[config.mk]
export PLATFORM = sky130hd
export DESIGN_NAME = packet_ack_ring_log
export DESIGN_NICKNAME = d
export VERILOG_FILES = /design/src/rtl/pal_pkg.sv /design/src/rtl/pal_ram.sv /design/src/rtl/pal_ctrl.sv /design/src/rtl/pal_dp.sv /design/src/rtl/packet_ack_ring_log.sv
export SDC_FILE = /design/constraint.sdc
export NUM_CORES = 2
export LEC_CHECK = 0
export BUFFER_PORTS_ARGS = -buffer_cell sky130_fd_sc_hd__buf_2
export CORE_MARGIN = 2
export CORE_UTILIZATION = 67
export DETAILED_ROUTE_END_ITERATION = 12
export GPL_ROUTABILITY_DRIVEN = 1
export PLACE_DENSITY_LB_ADDON = 0.3
export SLEW_MARGIN = 25
export SYNTH_ARGS = -nofsm -noshare
export SYNTH_HDL_FRONTEND = slang
export SYNTH_HIERARCHICAL = 1
export SYNTH_SLANG_ARGS = --single-unit
[constraint.sdc]
create_clock -name clk -period 10.3 [get_ports clk]
set_input_delay 2.06 -clock clk [delete_from_list [all_inputs] [get_ports clk]]
set_output_delay 2.06 -clock clk [all_outputs]
set_load 0.005 [all_outputs]
[src/rtl/pal_pkg.sv]
// Shared types and codes for the packet acknowledgement ring log.
package pal_pkg;

  // Request command codes.
  localparam logic [2:0] CMD_SENT     = 3'd0;
  localparam logic [2:0] CMD_RECEIVED = 3'd1;
  localparam logic [2:0] CMD_RESENT   = 3'd2;
  localparam logic [2:0] CMD_ACKED    = 3'd3;
  localparam logic [2:0] CMD_READ     = 3'd4;

  // Record state codes.
  localparam logic [2:0] ST_EMPTY    = 3'd0;
  localparam logic [2:0] ST_SENT     = 3'd1;
  localparam logic [2:0] ST_RECEIVED = 3'd2;
  localparam logic [2:0] ST_RESENT   = 3'd3;
  localparam logic [2:0] ST_ACKED    = 3'd4;

  typedef struct packed {
    logic [2:0]  cmd;
    logic [15:0] sequence_req;
    logic [15:0] packet_size;
    logic [5:0]  slot_index;
  } in_t;

  typedef struct packed {
    logic        match_found;
    logic [15:0] entry_sequence;
    logic [2:0]  entry_state;
    logic        entry_outbound;
    logic [15:0] entry_size;
    logic [6:0]  line_start;
    logic [5:0]  write_position;
  } out_t;

  typedef struct packed {
    logic [15:0] seq;
    logic [2:0]  state;
    logic        outbound;
    logic [15:0] size;
  } record_t;

  localparam int REC_W = $bits(record_t);

  // Controller to datapath commands.
  typedef struct packed {
    logic load;        // capture the request, restart the counters
    logic zero_step;   // write an empty record at the sweep address
    logic log_write;   // write the logged record and advance the write position
    logic scan_issue;  // read the next slot of the scan
    logic scan_check;  // compare the slot read last cycle and mark it on a match
    logic read_issue;  // read the requested slot
    logic respond;     // load the result register
  } pal_cmd_t;

  // Datapath to controller status.
  typedef struct packed {
    logic last_depth;  // sweep counter is on the last slot of the ring
    logic last_line;   // sweep counter is on the last slot of a line clear
    logic line_wrap;   // the write position about to be taken lands on a line boundary
    logic hit;         // the scanned slot is outbound and its sequence matches
  } pal_stat_t;

endpackage

[src/rtl/pal_ram.sv]
// Generic single-write, single-read RAM with registered read data.
module pal_ram #(
  parameter int WIDTH = 36,
  parameter int DEPTH = 64,
  localparam int AW = (DEPTH > 1) ? $clog2(DEPTH) : 1
) (
  input  logic             clk,
  input  logic             we,
  input  logic [AW-1:0]    waddr,
  input  logic [WIDTH-1:0] wdata,
  input  logic [AW-1:0]    raddr,
  output logic [WIDTH-1:0] rdata
);

  logic [WIDTH-1:0] mem [DEPTH];

  always_ff @(posedge clk) begin
    if (we) begin
      mem[waddr] <= wdata;
    end
    rdata <= mem[raddr];
  end

endmodule

[src/rtl/pal_ctrl.sv]
// Controller state machine of the packet acknowledgement ring log.
module pal_ctrl
  import pal_pkg::*;
(
  input  logic      clk,
  input  logic      rst,
  input  logic      start,
  input  logic [2:0] cmd_code,
  input  pal_stat_t stat,
  output logic      busy,
  output pal_cmd_t  ctl
);

  typedef enum logic [7:0] {
    S_INIT  = 8'b0000_0001,
    S_IDLE  = 8'b0000_0010,
    S_LOG   = 8'b0000_0100,
    S_CLEAR = 8'b0000_1000,
    S_SCAN  = 8'b0001_0000,
    S_TAIL  = 8'b0010_0000,
    S_RD    = 8'b0100_0000,
    S_DONE  = 8'b1000_0000
  } pal_state_t;

  pal_state_t state, state_next;

  always_ff @(posedge clk) begin
    if (rst) begin
      state <= S_INIT;
    end else begin
      state <= state_next;
    end
  end

  always_comb begin
    state_next = state;
    ctl        = '0;
    busy       = 1'b1;
    unique case (state)
      S_INIT: begin
        ctl.zero_step = 1'b1;
        if (stat.last_depth) begin
          state_next = S_IDLE;
        end
      end
      S_IDLE: begin
        busy = 1'b0;
        if (start) begin
          ctl.load = 1'b1;
          priority if (cmd_code == CMD_SENT || cmd_code == CMD_RECEIVED) begin
            state_next = S_LOG;
          end else if (cmd_code == CMD_RESENT || cmd_code == CMD_ACKED) begin
            state_next = S_SCAN;
          end else if (cmd_code == CMD_READ) begin
            state_next = S_RD;
          end else begin
            state_next = S_DONE;
          end
        end
      end
      S_LOG: begin
        ctl.log_write = 1'b1;
        state_next    = stat.line_wrap ? S_CLEAR : S_DONE;
      end
      S_CLEAR: begin
        ctl.zero_step = 1'b1;
        if (stat.last_line) begin
          state_next = S_DONE;
        end
      end
      S_SCAN: begin
        ctl.scan_issue = 1'b1;
        ctl.scan_check = 1'b1;
        if (stat.hit) begin
          state_next = S_DONE;
        end else if (stat.last_depth) begin
          state_next = S_TAIL;
        end
      end
      S_TAIL: begin
        // The last slot's data arrives in the cycle after its read.
        ctl.scan_check = 1'b1;
        state_next     = S_DONE;
      end
      S_RD: begin
        ctl.read_issue = 1'b1;
        state_next     = S_DONE;
      end
      S_DONE: begin
        ctl.respond = 1'b1;
        state_next  = S_IDLE;
      end
      default: begin
        state_next = S_INIT;
      end
    endcase
  end

  a_hit_in_scan: assert property (@(posedge clk) disable iff (rst)
    stat.hit |-> (state == S_SCAN || state == S_TAIL))
    else $error("match reported outside a scan");

  a_accept_leaves_idle: assert property (@(posedge clk) disable iff (rst)
    (start && !busy) |=> (state != S_IDLE))
    else $error("accepted request did not start work");

  a_busy_falls: assert property (@(posedge clk) disable iff (rst)
    $fell(busy) |-> ($past(ctl.respond) || $past(state == S_INIT)))
    else $error("busy dropped without a response or end of initial clear");

endmodule

[src/rtl/pal_dp.sv]
// Datapath of the packet acknowledgement ring log: record memory, pointers, result register.
module pal_dp
  import pal_pkg::*;
#(
  parameter int DEPTH       = 64,
  parameter int LINE_LENGTH = 16
) (
  input  logic      clk,
  input  logic      rst,
  input  pal_cmd_t  ctl,
  input  in_t       request,
  output pal_stat_t stat,
  output logic      done,
  output out_t      result
);

  localparam int AW        = (DEPTH > 1) ? $clog2(DEPTH) : 1;
  localparam int LW        = (LINE_LENGTH > 1) ? $clog2(LINE_LENGTH) : 1;
  localparam int CLEAR_LEN = (LINE_LENGTH < DEPTH) ? LINE_LENGTH : DEPTH;
  localparam int LINE_MOD  = LINE_LENGTH % DEPTH;

  localparam logic [AW-1:0] LAST_SLOT     = AW'(DEPTH - 1);
  localparam logic [AW-1:0] LAST_CLEAR    = AW'(CLEAR_LEN - 1);
  localparam logic [LW-1:0] LAST_LINE_POS = LW'(LINE_LENGTH - 1);
  localparam logic [AW:0]   DEPTH_W       = (AW + 1)'(DEPTH);
  localparam logic [AW:0]   LINE_MOD_W    = (AW + 1)'(LINE_MOD);
  localparam logic [6:0]    LS_RESET      = 7'(LINE_LENGTH);

  in_t           req_q;
  logic [AW-1:0] next_slot;
  logic [LW-1:0] line_pos;
  logic [6:0]    line_start;
  logic [AW-1:0] addr;
  logic [AW-1:0] cnt;
  logic [AW-1:0] rd_addr;
  logic          rd_valid;
  logic          match_q;

  logic [AW-1:0]    ns_inc;
  logic [AW-1:0]    addr_inc;
  logic [AW:0]      ls_sum;
  logic [AW:0]      ls_mod;
  logic             line_wrap;
  logic             hit;
  logic             slot_ok;
  logic             we;
  logic [AW-1:0]    waddr;
  logic [AW-1:0]    raddr;
  logic [REC_W-1:0] wdata;
  logic [REC_W-1:0] rdata;
  record_t          rd_rec;
  record_t          log_rec;
  record_t          mark_rec;

  pal_ram #(
    .WIDTH(REC_W),
    .DEPTH(DEPTH)
  ) u_ram (
    .clk  (clk),
    .we   (we),
    .waddr(waddr),
    .wdata(wdata),
    .raddr(raddr),
    .rdata(rdata)
  );

  assign rd_rec   = record_t'(rdata);
  assign ns_inc   = (next_slot == LAST_SLOT) ? '0 : next_slot + 1'b1;
  assign addr_inc = (addr == LAST_SLOT) ? '0 : addr + 1'b1;

  // The advanced position is a line boundary when the ring wraps or the line fills.
  assign line_wrap = (next_slot == LAST_SLOT) || (line_pos == LAST_LINE_POS);
  assign ls_sum    = {1'b0, ns_inc} + LINE_MOD_W;
  assign ls_mod    = (ls_sum >= DEPTH_W) ? ls_sum - DEPTH_W : ls_sum;

  assign hit = ctl.scan_check && rd_valid && rd_rec.outbound &&
               (rd_rec.seq == req_q.sequence_req);

  assign slot_ok = 32'(req_q.slot_index) < 32'(DEPTH);

  always_comb begin
    log_rec.seq      = req_q.sequence_req;
    log_rec.state    = (req_q.cmd == CMD_SENT) ? ST_SENT : ST_RECEIVED;
    log_rec.outbound = (req_q.cmd == CMD_SENT);
    log_rec.size     = req_q.packet_size;
    mark_rec         = rd_rec;
    mark_rec.state   = (req_q.cmd == CMD_RESENT) ? ST_RESENT : ST_ACKED;
  end

  always_comb begin
    we    = 1'b0;
    waddr = addr;
    wdata = '0;
    priority if (ctl.zero_step) begin
      we = 1'b1;
    end else if (ctl.log_write) begin
      we    = 1'b1;
      waddr = next_slot;
      wdata = log_rec;
    end else if (hit) begin
      we    = 1'b1;
      waddr = rd_addr;
      wdata = mark_rec;
    end
  end

  assign raddr = ctl.scan_issue ? addr : AW'(req_q.slot_index);

  always_ff @(posedge clk) begin
    if (ctl.load) begin
      req_q <= request;
    end
    if (ctl.scan_issue) begin
      rd_addr <= addr;
    end
  end

  always_ff @(posedge clk) begin
    if (rst) begin
      next_slot  <= '0;
      line_pos   <= '0;
      line_start <= LS_RESET;
      addr       <= '0;
      cnt        <= '0;
      rd_valid   <= 1'b0;
      match_q    <= 1'b0;
    end else begin
      rd_valid <= ctl.scan_issue;
      if (ctl.load) begin
        addr    <= '0;
        cnt     <= '0;
        match_q <= 1'b0;
      end
      if (ctl.zero_step || ctl.scan_issue) begin
        addr <= addr_inc;
        cnt  <= cnt + 1'b1;
      end
      if (ctl.log_write) begin
        next_slot <= ns_inc;
        line_pos  <= line_wrap ? '0 : line_pos + 1'b1;
        addr      <= ns_inc;
        cnt       <= '0;
        if (line_wrap) begin
          line_start <= 7'(ls_mod[AW-1:0]);
        end
      end
      if (hit) begin
        match_q <= 1'b1;
      end
    end
  end

  always_ff @(posedge clk) begin
    if (ctl.respond) begin
      result.match_found    <= match_q;
      result.line_start     <= line_start;
      result.write_position <= 6'(next_slot);
      if (req_q.cmd == CMD_READ && slot_ok) begin
        result.entry_sequence <= rd_rec.seq;
        result.entry_state    <= rd_rec.state;
        result.entry_outbound <= rd_rec.outbound;
        result.entry_size     <= rd_rec.size;
      end else begin
        result.entry_sequence <= '0;
        result.entry_state    <= ST_EMPTY;
        result.entry_outbound <= 1'b0;
        result.entry_size     <= '0;
      end
    end
  end

  always_ff @(posedge clk) begin
    if (rst) begin
      done <= 1'b0;
    end else begin
      done <= ctl.respond;
    end
  end

  assign stat.last_depth = (cnt == LAST_SLOT);
  assign stat.last_line  = (cnt == LAST_CLEAR);
  assign stat.line_wrap  = line_wrap;
  assign stat.hit        = hit;

  a_one_writer: assert property (@(posedge clk) disable iff (rst)
    $onehot0({ctl.zero_step, ctl.log_write, hit}))
    else $error("more than one source writes the record memory");

  a_line_aligned_at_zero: assert property (@(posedge clk) disable iff (rst)
    (next_slot == '0) |-> (line_pos == '0))
    else $error("line position out of step with write position");

  a_log_advances: assert property (@(posedge clk) disable iff (rst)
    ctl.log_write |=> (next_slot != $past(next_slot)))
    else $error("logging did not advance the write position");

endmodule

[src/rtl/packet_ack_ring_log.sv]
// Top level of the packet acknowledgement ring log.
//
// A ring of DEPTH packet records held in one RAM. A request is taken when start is high
// and busy is low; its single result appears on result for one cycle with done high, and
// must be taken then. After reset the block sweeps every RAM slot to empty with busy
// high. A sent or received request writes its record at the write position; when the
// advanced position reaches a line boundary, the next min(LINE_LENGTH, DEPTH) slots are
// cleared one slot per cycle. A resent or acked request scans from slot 0, one RAM read
// per cycle, and stops at the first outbound match or after the last slot. A read request
// reads one slot, and codes 5 to 7 go straight to the result. The RAM's single write
// and read ports pace the clear and the scan. busy goes low in the cycle that done is high.
module packet_ack_ring_log
  import pal_pkg::*;
#(
  parameter int DEPTH       = 64,
  parameter int LINE_LENGTH = 16
) (
  input  logic clk,
  input  logic rst,
  input  logic start,
  output logic busy,
  input  in_t  request,
  output logic done,
  output out_t result
);

  pal_cmd_t  ctl;
  pal_stat_t stat;

  pal_ctrl u_ctrl (
    .clk     (clk),
    .rst     (rst),
    .start   (start),
    .cmd_code(request.cmd),
    .stat    (stat),
    .busy    (busy),
    .ctl     (ctl)
  );

  pal_dp #(
    .DEPTH      (DEPTH),
    .LINE_LENGTH(LINE_LENGTH)
  ) u_dp (
    .clk    (clk),
    .rst    (rst),
    .ctl    (ctl),
    .request(request),
    .stat   (stat),
    .done   (done),
    .result (result)
  );

endmodule

==> results.md <==
* Status: finished clean
* Final hold violation count at 0
* Crit-path cells: nor3_1, nand2_1, nor4b_4, buf_4, nor2_1, nand3_1, o221ai_1, a31o_1, nor2b_1, nand3_1, nor2_4, buf_4
* Cell row count at 137
* Crit path max-delay family: simple AND/OR/NAND/NOR gates
* Global-route wire length before repair at 374300 µm
* Maximum fanout along the worst path at 37
* Skew-Pair Late Insertion Delay at 0.88 ns
* IO Port Bufs at between 90 and 100
* Least-Margin Pin Slew at 1.312 ns
* Post-CTS sizing at 0
* Ratio of cells with drive above 1 in the final layout at 27.08%
* RSZ-0062 raised after global routing: false
* Post-route ant nets at 0
* Reg2reg start: u_ctrl/state[5]$_SDFFE_PP0P_
* Hold Path Depth at 0
* Final Non-Filler Cells at 6650
* Synth Instances at 4327
* Crit path time final at ~6.0 ns
* Total CTS buffers at 226
* Routed wire length at 267500 µm
* CP Class: reg2reg
* WP buf/inv at 2
* WP data required at about 11 ns
* R2r endpoint: u_dp/u_ram/mem[3][34]$_DFFE_PP_
* Max cap viols at 0
* Nets at 4617
* R2R cell count at 12
* 1st-pass router iterations at 8
* Detailed placer's ending HPWL at between 100000 and 150000 µm
* Placed cell count at 6210
* Min-Delay Path Class: reg2reg
* Synth Net Count at 4375
* Max Buffers Root-to-Sink at 3
* Most frequent cells in the layout: edfxtp_1 (2400), mux4_2 (556), clkbuf_16 (230)
* Synth warnings at 6
* Final setup viols at 0
* Clock slew seen by the registers of the worst setup and hold paths at 0.06 ns
* Crit. End Element: flip-flop
* Setup TNS at 0 ns
* Syn avg cell area at 21.76 µm²
* CTS root buffer: clkbuf_16
* Pwr per Cell Area at 199.3 mW/mm²
* Vias in the first global route at 49198
* Routability congestion estimate at 0.9671
* Levels on crit path at 12
* Htree depth at 4
* CTS tree: done
* Initial core utilization at 67.49%
* Post-Syn Area at 0.09417 mm²
* Max transition margin at 11.71%
* Clk_skew at roughly 0.038 ns
* Critical-path top delay cell: nor2_4
* Horiz. Die Dim at roughly 380 µm
* Drt via density at 7.540
* DR WL/cell at roughly 40 µm
* R2r setup slk at 4.27 ns
* Layout Area Growth over Synthesis at 12.23%
* Maximum vdd drop at 189.1 µV
* Total congestion overflow at 0
* Initial antenna violation count at 19
* Post-DP Area at 0.09804 mm²
* Full die area at 0.1436 mm²
* Period utilization at around 59%
* Core Area at between 0.1 and 0.15 mm²
* Post-CTS setup repair buffer count at 0
* Fmax at 165.8 MHz
* Crit path launch type: flip-flop
* Post-route design area at 0.1057 mm²
* Worst Path Arrival at 6.57 ns
* Commonest non-fill, non-tap cell in the layout: edfxtp_1
* Hold Buf Count CTS at 0
* CTS sink count at around 2500
* WHS Endpoint: u_dp/result[11]$_DFFE_PP_
* Pin count of the biggest net entering global routing at 130
* Worst path max stage delay at around 0.96 ns
* Top-Level Pins at 96
* Final Max Tran Viols at 0
* LEAKAGE at 27.55 nW
* GR Util All Layers at 37.99%
* Hold path start: u_dp/line_start[5]$_SDFFE_PP0P_
* Routed vias at between 50000 and 60000
* Die Y at 378.9 µm
* DR iter-0 viols at 9717
* DRC violations left at 0
## power breakdown
part | internal (mW) | switching (mW) | leakage [nW]
sequential | 11.3 | 0.140 | 17.9
clock | 4.81 | 3.72 | 3.61
combinational | 0.284 | 0.825 | 6.04
total | 16.4 | 4.68 | 27.6
## final cells by class
class / count / area (µm²)
Inverter: 5 / 18.77
Clock inverter: 132 / 1391
Antenna cell: 10 / 25.02
Fill cell: 6743 / 33840
Tap cell: 1876 / 2347
Multi-Input combinational cell: 1602 / 20300
Timing Repair Buffer: 259 / 1993
Sequential cell: 2475 / 73570
Clock buffer: 291 / 6045
## metrics by stage
step	utilization (%)	worst slack (ns)	hold WS (ns)	power (mW)
5_1_grt	75.73	4.021	0.4365	21.47
3_3_place_gp	70.14	4.516	0.4178	12.62
2_1_floorplan	-	4.680	0.4081	12.16
3_5_place_dp	70.26	4.552	0.4193	12.67
6_report	75.75	4.269	0.4320	21.07
4_1_cts	75.59	4.439	0.4294	21.06
## registers in the layout, indices dropped and copies added, names as in the netlist
| signal | count |
|---|---|
| u_dp/u_ram/rdata | 36 |
| u_dp/next_slot | 6 |
| u_dp/rd_valid | 1 |
| u_dp/req_q | 9 |
| u_dp/line_pos | 4 |
| u_dp/log_rec | 32 |
| u_dp/result | 49 |
| u_dp/cnt | 6 |
| u_dp/rd_addr | 6 |
| u_dp/done | 1 |
| u_dp/match_q | 1 |
| u_dp/addr | 6 |
| u_dp/line_start | 6 |
| u_dp/u_ram/mem | 2304 |
| u_ctrl/state | 8 |
## layer usage
metal	global-route usage, %	up-vias	wire, µm
li1	-	18808	-
met1	51.18	25422	85080
met2	55.73	5020	120900
met3	13.92	873	44730
met4	18.80	16	16660
met5	0	-	98
## worst max-delay path by stage
stage / startpoint / to / slack [ns]
6_report: u_ctrl/state[5]$_SDFFE_PP0P_ / u_dp/u_ram/mem[3][34]$_DFFE_PP_ / 4.27
4_1_cts: u_ctrl/state[0]$_SDFFE_PP1P_ / u_dp/u_ram/rdata[33]$_DFF_P_ / 4.44
3_3_place_gp: u_ctrl/state[5]$_SDFFE_PP0P_ / u_dp/u_ram/mem[11][31]$_DFFE_PP_ / 4.52
3_5_place_dp: u_ctrl/state[5]$_SDFFE_PP0P_ / u_dp/u_ram/mem[3][6]$_DFFE_PP_ / 4.55
5_1_grt: u_ctrl/state[5]$_SDFFE_PP0P_ / u_dp/u_ram/mem[3][6]$_DFFE_PP_ / 4.02
2_1_floorplan: u_ctrl/state[0]$_SDFFE_PP1P_ / u_dp/u_ram/mem[48][0]$_DFFE_PP_ / 4.68
## worst register-to-register path, stage by stage (launching register included)
cell and delay, ns:
dfxtp_1 0.37, nor3_1 0.40, nand2_1 0.22, nor4b_4 0.90
buf_4 0.52, nor2_1 0.19, nand3_1 0.15, o221ai_1 0.14
a31o_1 0.36, nor2b_1 0.21, nand3_1 0.79, nor2_4 0.97
buf_4 0.47
Power figures use the tool's default switching activity.
